### config.mk
export PLATFORM = sky130hd
export DESIGN_NAME = control_frame_parser_flat
export DESIGN_NICKNAME = d
export VERILOG_FILES = /design/src/rtl/core/cfp_pkg.sv /design/src/rtl/core/cfp_if.sv /design/src/rtl/core/cfp_engine.sv /design/src/rtl/core/control_frame_parser.sv /design/src/flat_wrapper.sv
export SDC_FILE = /design/constraint.sdc
export NUM_CORES = 1
export LEC_CHECK = 0
export ABC_CLOCK_PERIOD_IN_PS = 2200
export BUFFER_PORTS_ARGS = -buffer_cell sky130_fd_sc_hd__buf_2
export CORE_ASPECT_RATIO = 0.9
export CORE_MARGIN = 5
export CORE_UTILIZATION = 40
export CTS_BUF_LIST = sky130_fd_sc_hd__clkbuf_8
export CTS_CLUSTER_DIAMETER = 120
export DETAILED_ROUTE_END_ITERATION = 6
export PLACE_DENSITY = 0.66
export SLEW_MARGIN = 15
export SYNTH_ARGS = -nofsm -noshare
export SYNTH_HDL_FRONTEND = slang
export SYNTH_SLANG_ARGS = --single-unit
### constraint.sdc
create_clock -name clk -period 2.2 [get_ports clk]
set_clock_uncertainty 0.05 [all_clocks]
set_input_delay 0.22 -clock clk [delete_from_list [all_inputs] [get_ports clk]]
set_output_delay 0.22 -clock clk [all_outputs]
set_load 0.02 [all_outputs]
### src/rtl/core/cfp_pkg.sv
// ----------------------------------------------------------------------------
// Control frame parser package
// Constants and types shared by the control frame parser modules.
// ----------------------------------------------------------------------------
`default_nettype none

package cfp_pkg;

	localparam logic [7:0] HDR_FIRST     = 8'hAA;
	localparam logic [7:0] HDR_SECOND    = 8'h55;
	localparam int         LEN_OVERHEAD  = 4;
	localparam int         FIRST_CAPTURE = 3;
	localparam int         NUM_EARLY     = 11;
	localparam int         LATE_INDEX    = 18;
	localparam int         NUM_CAPTURED  = 12;

	typedef struct packed {
		logic [7:0] depth_hold;
		logic [7:0] heading_lock;
		logic [7:0] master_enable;
		logic [7:0] surge;
		logic [7:0] sway;
		logic [7:0] heave;
		logic [7:0] yaw_rate;
		logic [7:0] thrust_gain;
		logic [7:0] lamp;
		logic [7:0] camera_zoom;
		logic [7:0] gimbal;
		logic [7:0] manipulator;
	} cmd_t;

endpackage

`default_nettype wire

### src/rtl/core/cfp_if.sv
// ----------------------------------------------------------------------------
// Control frame parser channels
// Valid/ready channels for received frame bytes and decoded command requests.
// ----------------------------------------------------------------------------
`default_nettype none

interface cfp_rx_if;
	logic       valid;
	logic       ready;
	logic [7:0] rx_byte;
	logic       frame_start;

	modport source (output valid, output rx_byte, output frame_start, input ready);
	modport sink (input valid, input rx_byte, input frame_start, output ready);
endinterface

interface cfp_cmd_if;
	logic       valid;
	logic       ready;
	logic [7:0] depth_hold;
	logic [7:0] heading_lock;
	logic [7:0] master_enable;
	logic [7:0] surge;
	logic [7:0] sway;
	logic [7:0] heave;
	logic [7:0] yaw_rate;
	logic [7:0] thrust_gain;
	logic [7:0] lamp;
	logic [7:0] camera_zoom;
	logic [7:0] gimbal;
	logic [7:0] manipulator;

	modport source (
		output valid, output depth_hold, output heading_lock, output master_enable,
		output surge, output sway, output heave, output yaw_rate, output thrust_gain,
		output lamp, output camera_zoom, output gimbal, output manipulator,
		input ready
	);
	modport sink (
		input valid, input depth_hold, input heading_lock, input master_enable,
		input surge, input sway, input heave, input yaw_rate, input thrust_gain,
		input lamp, input camera_zoom, input gimbal, input manipulator,
		output ready
	);
endinterface

`default_nettype wire

### src/rtl/core/cfp_engine.sv
// ----------------------------------------------------------------------------
// Control frame parser engine
// Tracks the byte position, header and length checks, the running checksum
// and the captured command bytes; flags a passing frame on its final byte.
// ----------------------------------------------------------------------------
`default_nettype none

module cfp_engine
	import cfp_pkg::*;
#(
	parameter int FRAME_LEN = 22
) (
	input  wire logic       clk,
	input  wire logic       arst_n,
	input  wire logic       step,
	input  wire logic [7:0] rx_byte,
	input  wire logic       frame_start,
	output logic            emit,
	output cmd_t            cmd
);

	localparam int             PosW     = $clog2(FRAME_LEN + 1);
	localparam logic [PosW-1:0] PosIdle = PosW'(FRAME_LEN);
	localparam logic [PosW-1:0] PosLast = PosW'(FRAME_LEN - 1);
	localparam logic [7:0]      LenByte = 8'(FRAME_LEN - LEN_OVERHEAD);

	logic [PosW-1:0] pos_q;
	logic [7:0]      sum_q;
	logic            good_q;
	logic [7:0]      cap_q [NUM_CAPTURED];

	logic [PosW-1:0] idx;
	logic            act;

	assign idx  = frame_start ? '0 : pos_q;
	assign act  = step && (frame_start || (pos_q < PosIdle));
	assign emit = act && (idx == PosLast) && good_q && (sum_q == rx_byte);

	always_ff @(posedge clk or negedge arst_n) begin
		if (!arst_n) begin
			pos_q  <= PosIdle;
			sum_q  <= '0;
			good_q <= 1'b0;
		end else if (act) begin
			pos_q <= idx + PosW'(1);
			if (idx == '0) begin
				sum_q  <= rx_byte;
				good_q <= (rx_byte == HDR_FIRST);
			end else begin
				if (idx < PosLast) begin
					sum_q <= sum_q + rx_byte;
				end
				if (idx == PosW'(1)) begin
					good_q <= good_q && (rx_byte == HDR_SECOND);
				end else if (idx == PosW'(2)) begin
					good_q <= good_q && (rx_byte == LenByte);
				end
			end
		end
	end

	always_ff @(posedge clk) begin
		if (act) begin
			for (int k = 0; k < NUM_EARLY; k++) begin
				if (idx == PosW'(FIRST_CAPTURE + k)) begin
					cap_q[k] <= rx_byte;
				end
			end
			if (idx == PosW'(LATE_INDEX)) begin
				cap_q[NUM_CAPTURED-1] <= rx_byte;
			end
		end
	end

	always_comb begin
		cmd.depth_hold    = cap_q[0];
		cmd.heading_lock  = cap_q[1];
		cmd.master_enable = cap_q[NUM_CAPTURED-1];
		cmd.surge         = cap_q[2];
		cmd.sway          = cap_q[3];
		cmd.heave         = cap_q[4];
		cmd.yaw_rate      = cap_q[5];
		cmd.thrust_gain   = cap_q[6];
		cmd.lamp          = cap_q[7];
		cmd.camera_zoom   = cap_q[8];
		cmd.gimbal        = cap_q[9];
		cmd.manipulator   = cap_q[10];
	end

endmodule

`default_nettype wire

### src/rtl/core/control_frame_parser.sv
// Bytes pass the input register; the command request valid is also registered.
// Throughput: one byte per cycle while the command request is taken promptly.
// A pending command request stalls the byte input only once the input register
// is also full. Reset clears the position to idle, the checksum, the checks and
// all valid flags; captured bytes are not reset.
// ----------------------------------------------------------------------------
// Control frame parser
// Byte-serial parser for fixed-length control frames with additive checksum.
// ----------------------------------------------------------------------------
`default_nettype none

module control_frame_parser
	import cfp_pkg::*;
#(
	parameter int FRAME_LEN = 22
) (
	input  wire logic clk,
	input  wire logic arst_n,
	cfp_rx_if.sink    rx,
	cfp_cmd_if.source cmd
);

	logic [7:0] byte_s1;
	logic       start_s1;
	logic       valid_s1;
	logic       out_valid_q;
	logic       adv;
	logic       emit;
	cmd_t       cmd_w;

	assign adv      = !out_valid_q || cmd.ready;
	assign rx.ready = !valid_s1 || adv;

	always_ff @(posedge clk or negedge arst_n) begin
		if (!arst_n) begin
			valid_s1    <= 1'b0;
			out_valid_q <= 1'b0;
		end else begin
			if (rx.ready) begin
				valid_s1 <= rx.valid;
			end
			if (adv) begin
				out_valid_q <= valid_s1 && emit;
			end
		end
	end

	always_ff @(posedge clk) begin
		if (rx.ready && rx.valid) begin
			byte_s1  <= rx.rx_byte;
			start_s1 <= rx.frame_start;
		end
	end

	cfp_engine #(
		.FRAME_LEN(FRAME_LEN)
	) u_engine (
		.clk        (clk),
		.arst_n     (arst_n),
		.step       (valid_s1 && adv),
		.rx_byte    (byte_s1),
		.frame_start(start_s1),
		.emit       (emit),
		.cmd        (cmd_w)
	);

	assign cmd.valid         = out_valid_q;
	assign cmd.depth_hold    = cmd_w.depth_hold;
	assign cmd.heading_lock  = cmd_w.heading_lock;
	assign cmd.master_enable = cmd_w.master_enable;
	assign cmd.surge         = cmd_w.surge;
	assign cmd.sway          = cmd_w.sway;
	assign cmd.heave         = cmd_w.heave;
	assign cmd.yaw_rate      = cmd_w.yaw_rate;
	assign cmd.thrust_gain   = cmd_w.thrust_gain;
	assign cmd.lamp          = cmd_w.lamp;
	assign cmd.camera_zoom   = cmd_w.camera_zoom;
	assign cmd.gimbal        = cmd_w.gimbal;
	assign cmd.manipulator   = cmd_w.manipulator;

endmodule

`default_nettype wire

### src/flat_wrapper.sv
// flat-port wrapper written by rule: the top's interface ports become plain ports
module control_frame_parser_flat import cfp_pkg::*;
#(
	parameter int FRAME_LEN = 22
)
  (clk, arst_n, rx_valid, rx_rx_byte, rx_frame_start, rx_ready, cmd_valid, cmd_depth_hold, cmd_heading_lock, cmd_master_enable, cmd_surge, cmd_sway, cmd_heave, cmd_yaw_rate, cmd_thrust_gain, cmd_lamp, cmd_camera_zoom, cmd_gimbal, cmd_manipulator, cmd_ready);
  cfp_rx_if rx_i ();
  cfp_cmd_if cmd_i ();
  input  wire logic clk;
  input  wire logic arst_n;
  input wire logic [$bits(rx_i.valid)-1:0] rx_valid;
  input wire logic [$bits(rx_i.rx_byte)-1:0] rx_rx_byte;
  input wire logic [$bits(rx_i.frame_start)-1:0] rx_frame_start;
  output wire logic [$bits(rx_i.ready)-1:0] rx_ready;
  output wire logic [$bits(cmd_i.valid)-1:0] cmd_valid;
  output wire logic [$bits(cmd_i.depth_hold)-1:0] cmd_depth_hold;
  output wire logic [$bits(cmd_i.heading_lock)-1:0] cmd_heading_lock;
  output wire logic [$bits(cmd_i.master_enable)-1:0] cmd_master_enable;
  output wire logic [$bits(cmd_i.surge)-1:0] cmd_surge;
  output wire logic [$bits(cmd_i.sway)-1:0] cmd_sway;
  output wire logic [$bits(cmd_i.heave)-1:0] cmd_heave;
  output wire logic [$bits(cmd_i.yaw_rate)-1:0] cmd_yaw_rate;
  output wire logic [$bits(cmd_i.thrust_gain)-1:0] cmd_thrust_gain;
  output wire logic [$bits(cmd_i.lamp)-1:0] cmd_lamp;
  output wire logic [$bits(cmd_i.camera_zoom)-1:0] cmd_camera_zoom;
  output wire logic [$bits(cmd_i.gimbal)-1:0] cmd_gimbal;
  output wire logic [$bits(cmd_i.manipulator)-1:0] cmd_manipulator;
  input wire logic [$bits(cmd_i.ready)-1:0] cmd_ready;
  assign rx_i.valid = rx_valid;
  assign rx_i.rx_byte = rx_rx_byte;
  assign rx_i.frame_start = rx_frame_start;
  assign rx_ready = rx_i.ready;
  assign cmd_valid = cmd_i.valid;
  assign cmd_depth_hold = cmd_i.depth_hold;
  assign cmd_heading_lock = cmd_i.heading_lock;
  assign cmd_master_enable = cmd_i.master_enable;
  assign cmd_surge = cmd_i.surge;
  assign cmd_sway = cmd_i.sway;
  assign cmd_heave = cmd_i.heave;
  assign cmd_yaw_rate = cmd_i.yaw_rate;
  assign cmd_thrust_gain = cmd_i.thrust_gain;
  assign cmd_lamp = cmd_i.lamp;
  assign cmd_camera_zoom = cmd_i.camera_zoom;
  assign cmd_gimbal = cmd_i.gimbal;
  assign cmd_manipulator = cmd_i.manipulator;
  assign cmd_i.ready = cmd_ready;
  control_frame_parser #(.FRAME_LEN(FRAME_LEN)) u_core (.clk(clk), .arst_n(arst_n), .rx(rx_i), .cmd(cmd_i));
endmodule
==> impl_metrics.csv, run 1 <==
group,metric,value,unit
status,status,"finished clean",
layout,diodes,0,
logic_synthesis,synth_edf_count,105,
drt,num_vias,2891,
logic_synthesis,synth_compound_area_share,6.33,%
layout,final.fill_count,888,
pwr,p_total,5290,µW
logic_synthesis,yosysTopAreaCellShare,69.6,%
timing,worstMarginPinSlew,0.661,ns
logic_synthesis,synthFlopType,"edfxtp_1",
timing,maxSlewViolCount,0,
setup_path,cp.required,2.45,ns
floorplanning,pin_count,111,
floorplanning,coreArea,10900,µm²
logic_synthesis,synth_fa_ha_area_share,3.48,%
cts,cts_root_buf,"clkbuf_8",
drt,routed_wl,10300,µm
layout,nNetsFinal,455,
setup_path,arrival,2.28,ns
logic_synthesis,synth_cells,273,
layout,final_util,54.3,%
timing,rsz0062_at_grt,"no",
timing,holdWs,0.0636,ns
min_path,hold_class,"input pin to flip-flop",
placed_design,place_hpwl,6940,µm
logic_synthesis,yosys_warnings,0,
grt,grt_pass1_vias,2896,
logic_synthesis,yosysMostFrequentCell,"edfxtp_1",
timing,final.setup.tns,0,ns
setup_path,slowest_delay,0.39,ns
timing,post-route-period-util,92.2,%
cts,path_clk_slew,0.07,ns
pwr,p_per_area,892,nW/µm²
cts,cts_tree,"built",
drt,drc,0,
logic_synthesis,avgSynthCellArea,16.6,µm²
cts,clk_latency,0.42,ns
setup_path,critical_path_class,"flip-flop to flip-flop",
floorplanning,die_h,111,µm
floorplanning,start_util,41.4,%
placed_design,place_inst,552,
cts,clk_path_buf_depth,2,
drt,postRouteAntennaNets,0,
layout,final_cells,595,
setup_path,crit_chain,"ha_1, fa_2, a211oi_2, o21bai_1, a21oi_1, mux2i_1, o311ai_1",
logic_synthesis,synth_area_leader_cell,"edfxtp_1",
drt,avgRoutedWirePerCell,17.3,µm
setup_path,worstPathMaxFanout,3,
floorplanning,rows,36,
cts,clock_tree.htree_level_count,4,
drt,drtIter0Drc,198,
pwr,irDropWorstVdd,0.373,mV
logic_synthesis,synth-seq-cells,121,
timing,fmax,0.493,GHz
setup_path,start_kind,"flip-flop",
logic_synthesis,synth_area,4530,µm²
drt,dr.pass1.iters,4,
cts,cts.sinks,121,
placed_design,gp_congestion,0.856,
cts,numCtsBuffers,17,
floorplanning,fp.dieW,122,µm
layout,areaGrowthSynthToFinish,31.1,%
layout,final_layout_size_suffix_gt1_share,39.7,%
timing,slew_headroom,55.8,%
run,maxCapViolCount,0,
logic_synthesis,synth.mux.area_fraction,0.884,%
drt,via_per_inst,4.86,
grt,antenna_found_initial,0,
grt,overflow,0,
floorplanning,die_area,13600,µm²
logic_synthesis,synth_top_family_by_area,"simple AND/OR/NAND/NOR gates",
pwr,p_leak,0.00231,µW
timing,fin_crit,2.03,ns
logic_synthesis,synth_area_leaders,"edfxtp_1 (70%), dfrtp_1 (7.2%), ha_1 (3.0%), dfstp_2 (1.7%), a21oi_1 (1.5%)",
logic_synthesis,async_flop_share,13.2,%
setup_path,endpoint_kind,"flip-flop",
timing,report.final.setup_viol,0,
timing,hold_viol_final,0,
grt,grt_pass1_wl,15900,µm
grt,grt_max_degree,22,
logic_synthesis,synth-simple-area-share,7.74,%
logic_synthesis,ys_seq_area_share,78.6,%
logic_synthesis,synthTopCellsByCount,"edfxtp_1 (105), a21oi_1 (14), nand2_1 (14)",
grt,grt_use_total,15.7,%
cts,post_cts_buffers,0,
logic_synthesis,synthXorXnorAreaFrac,0.774,%
logic_synthesis,synth.distinct_cells,46,
placed_design,io_buffer_count,110,
setup_path,worst_path_max_delay_cell,"edfxtp_1",
logic_synthesis,synthesis.nets,298,
[cell type report]
| class | instances | area [µm²] | area share [%] |
|---|---|---|---|
| multi-input combinational | 133 | 880 | 14.8 |
| tap | 152 | 190 | 3.20 |
| clock inverter | 15 | 175 | 2.95 |
| clock buffer | 17 | 234 | 3.94 |
| inverter | 11 | 41.3 | 0.695 |
| timing repair buffer | 146 | 861 | 14.5 |
| sequential | 121 | 3560 | 59.9 |
[metal layers]
metal  part of all wire [%]  GRT usage, %  up-vias
met5                      0             0        -
met4                    1.3          5.67        0
met3                    6.9          4.74       11
met2                     48          24.7      114
met1                     44          20.4     1413
li1                       -             -     1353
[path summary, 6_finish.rpt]
kind / cells past startpoint / startpoint / slack (ns) / to
worst min-delay path: 3 / cmd_ready / 0.06 / u_core.valid_s1
max in group asynchronous: 2 / arst_n / 1.57 / u_core.u_engine.pos_q[2]
worst min register to register: 2 / u_core.u_engine.sum_q[0] / 0.45 / u_core.u_engine.sum_q[0]
worst max register to register: 7 / u_core.byte_s1[0] / 0.17 / u_core.u_engine.sum_q[6]
worst max-delay path: 7 / u_core.byte_s1[0] / 0.17 / u_core.u_engine.sum_q[6]
min in group asynchronous: 2 / arst_n / 0.20 / u_core.u_engine.good_q
[worst max-delay path, delay by kind of cell (launching register included)]
kind,cells,cell delay [ns]
muxes,1,0.19
adders and majority gates,2,0.61
AOI/OAI and AO/OA,4,0.67
DFF,1,0.39
[cells by family (layout without fill, tap and decap cells)]
group	count (synthesis)	in the layout
and+or+nand+nor	67	67
adders and majority gates	12	12
buffers and inverters	19	189
AOI/OAI and AO/OA	46	46
DFF	121	121
muxes	4	4
xor gates and xnor gates	4	4
[sequential cells by signal (all words and copies together) (netlist names)]
| signal | flops |
|---|---|
| u_core.u_engine.cap_q | 96 |
| u_core.byte_s1 | 8 |
| u_core.u_engine.sum_q | 8 |
| u_core.u_engine.pos_q | 5 |
| u_core.cmd.valid | 1 |
| u_core.start_s1 | 1 |
| u_core.u_engine.good_q | 1 |
| u_core.valid_s1 | 1 |
[cell usage in the layout (no fill, tap or decap), drive strengths merged, types with 4 or more instances in the layout]
master | Yosys | routed
buf | 7 | 135
edfxtp | 105 | 105
clkbuf | 1 | 17
o21ai | 15 | 15
nand2 | 14 | 14
a21oi | 14 | 14
nor2 | 13 | 13
dfrtp | 13 | 13
inv | 11 | 13
nor3 | 13 | 13
ha | 11 | 11
dlygate4sd3 | 0 | 11
nand3 | 7 | 7
clkinv | 0 | 6
nand2b | 4 | 4
mux2i | 4 | 4
clkinvlp | 0 | 4
[report_power, final]
| group | leakage [µW] | switching (µW) | total (µW) | internal [µW] |
|---|---|---|---|---|
| sequential | 0.00114 | 74.7 | 2660 | 2590 |
| combinational | 0.000964 | 355 | 611 | 256 |
| clock | 0.000198 | 900 | 2020 | 1120 |
[repair_timing]
item,in CTS,in global routing
endpoints found under the setup margin,0,3
endpoints found under the hold margin,26,0
gates resized for setup,0,2
hold buffers,11,0
[per-stage QoR]
stage | setup slack, ns | area, µm²
2_1_floorplan | 0.0327 | 4530
3_3_place_gp | 0.139 | 5410
3_5_place_dp | 0.114 | 5410
4_1_cts | 0.0964 | 5930
5_1_grt | 0.00789 | 5940
6_report | 0.172 | 5940
Note: power is estimated with default switching activity, not from simulation.
==> inputs of run 2 (changes only) <==
RECOVER_POWER = 100   (was unset)
==> run 2 against run 1 <==
Compared with the run above: routed wire length is 0.95% higher; total power is 0.31% lower; combinational power is 2% lower; core utilization is 1.5 points lower; clock power hardly changed; register-to-register slack worse by 0.04 ns; sequential power hardly changed; non-clock buffer count stayed put.
==> impl_metrics.csv, run 2 (synthesis results as in run 1) <==
group,metric,value,unit
status,status,"finished clean",
setup_path,path_buf_inv,2,
timing,fin_ws,0.129,ns
timing,fmax,0.483,GHz
setup_path,reg2reg_slack,0.13,ns
placed_design,gp_congestion,0.856,
layout,final_cell_mix,"clkbuf_1 (105), edfxtp_1 (105), clkbuf_8 (17)",
min_path,hold_class,"input pin to flip-flop",
layout,largest_register_ff_count,96,
run,maxCapViolCount,0,
timing,report.final.setup_viol,0,
grt,grt_pass1_wl,15900,µm
setup_path,r2r-start,"u_core.cmd.valid",
grt,overflow,0,
setup_path,cp.required,2.28,ns
cts,clock_tree.htree_level_count,4,
floorplanning,die_area,13600,µm²
pwr,p_per_area,914,nW/µm²
setup_path,cp_top_family,"simple AND/OR/NAND/NOR gates",
layout,largest-register,"u_core.u_engine.cap_q",
cts,post_cts_buffers,0,
cts,path_clk_slew,0.07,ns
min_path,hold_depth,3,
placed_design,place_hpwl,6940,µm
pwr,p_leak,0.00200,µW
floorplanning,rows,36,
drt,avgRoutedWirePerCell,17.5,µm
grt,grt_use_total,15.7,%
setup_path,crit_chain,"nand2b_1, and2_0, clkbuf_1, o21ai_0, nor2_1, clkbuf_4",
setup_path,crit_path_start,"u_core.cmd.valid",
cts,cts.sinks,121,
drt,postRouteAntennaNets,0,
placed_design,place_inst,552,
drt,dr.pass1.iters,4,
setup_path,worst_path_max_delay_cell,"dfrtp_1",
placed_design,io_buffer_count,110,
floorplanning,fp.dieW,122,µm
setup_path,worstPathMaxFanout,8,
min_path,min_from,"cmd_ready",
drt,drc,0,
layout,diodes,0,
pwr,p_total,5280,µW
cts,numCtsBuffers,17,
floorplanning,die_h,111,µm
layout,final_util,52.7,%
drt,drtIter0Drc,195,
floorplanning,start_util,41.4,%
pwr,irDropWorstVdd,0.372,mV
drt,via_per_inst,4.83,
timing,worstMarginPinSlew,0.989,ns
grt,grt_max_degree,22,
min_path,min_to,"u_core.valid_s1",
timing,rsz0062_at_grt,"no",
setup_path,ff2ff_path_depth,6,
timing,final.setup.tns,0,ns
cts,clk_latency,0.42,ns
timing,hold_viol_final,0,
layout,largestRegisters,"u_core.u_engine.cap_q (96), u_core.byte_s1 (8), u_core.u_engine.sum_q (8)",
drt,routed_wl,10400,µm
cts,cts_root_buf,"clkbuf_8",
timing,fin_crit,2.07,ns
timing,maxSlewViolCount,0,
layout,areaGrowthSynthToFinish,27.5,%
setup_path,slowest_delay,0.42,ns
setup_path,critical_path_class,"flip-flop to flip-flop",
cts,cts_tree,"built",
setup_path,start_kind,"flip-flop",
setup_path,arrival,2.15,ns
grt,grt_pass1_vias,2896,
placed_design,post-place-ws,0.114,ns
layout,final_cells,595,
setup_path,endpoint_kind,"flip-flop",
timing,post-route-period-util,94.2,%
setup_path,r2r-end,"u_core.u_engine.cap_q[0][7]",
drt,num_vias,2875,
layout,final_layout_size_suffix_gt1_share,16.0,%
timing,slew_headroom,34.1,%
cts,clk_path_buf_depth,2,
layout,nNetsFinal,455,
floorplanning,pin_count,111,
grt,antenna_found_initial,0,
floorplanning,coreArea,10900,µm²
run 2: cell types whose count changed in the layout (fill, tap and decap cells not counted):
cell      delta
clkbuf_4     +2
buf_2       -99
o21ai_1      -2
clkbuf_1   +105
clkbuf_2     +8
and2_0       +2
buf_4       -16
o21ai_0      +2
and2_1       -2
run 2: through the flow:
stage,cell area (µm²),hold slack [ns]
after floorplan,4530,-0.126
after global placement,5410,0.123
after detailed placement,5410,0.123
after CTS,5930,0.0401
after global routing,5770,0.0835
final,5770,0.0646
run 2: tightest hold or removal path: cells and delay by family:
family,cells,cell delay [ns]
AND/OR/NAND/NOR,2,0.20
buffers and inverters,1,0.09
run 2: area by class of cell:
| class | count | area, µm² |
|---|---|---|
| Sequential cell | 121 | 3560 |
| Clock inverter | 15 | 175 |
| Fill cell | 959 | 5170 |
| Tap cell | 152 | 190 |
| Timing Repair Buffer | 146 | 694 |
| Clock buffer | 17 | 234 |
| Multi-Input combinational cell | 133 | 880 |
| Inverter | 11 | 41.3 |
run 2: timing repair:
item                                    in CTS  in global routing
gates resized for setup                      0                  2
hold buffers                                11                  0
endpoints found under the hold margin       26                  0
endpoints found under the setup margin       0                  3
run 2: per-layer routing:
layer	track usage, %	up-vias	part of all wire [%]
met5	0	-	0
met4	5.67	0	1.5
met3	4.74	15	7.4
met2	24.7	120	47
met1	20.4	1389	44
li1	-	1351	-
run 2: worst max path at each step:
stage	endpoint	cells after the start	slack [ns]
floorplan	u_core.u_engine.sum_q[6]	7	0.03
global placement	u_core.u_engine.sum_q[6]	7	0.14
detailed placement	u_core.u_engine.sum_q[6]	7	0.11
CTS	u_core.u_engine.sum_q[6]	7	0.1
global route	u_core.u_engine.sum_q[6]	7	0.008
finish	u_core.u_engine.cap_q[0][7]	6	0.13
run 2: power by group:
part	leakage (µW)	switching, µW	internal, µW	total (µW)
clock	0.000198	896	1120	2020
sequential	0.00114	75.0	2590	2670
combinational	0.000662	355	242	597
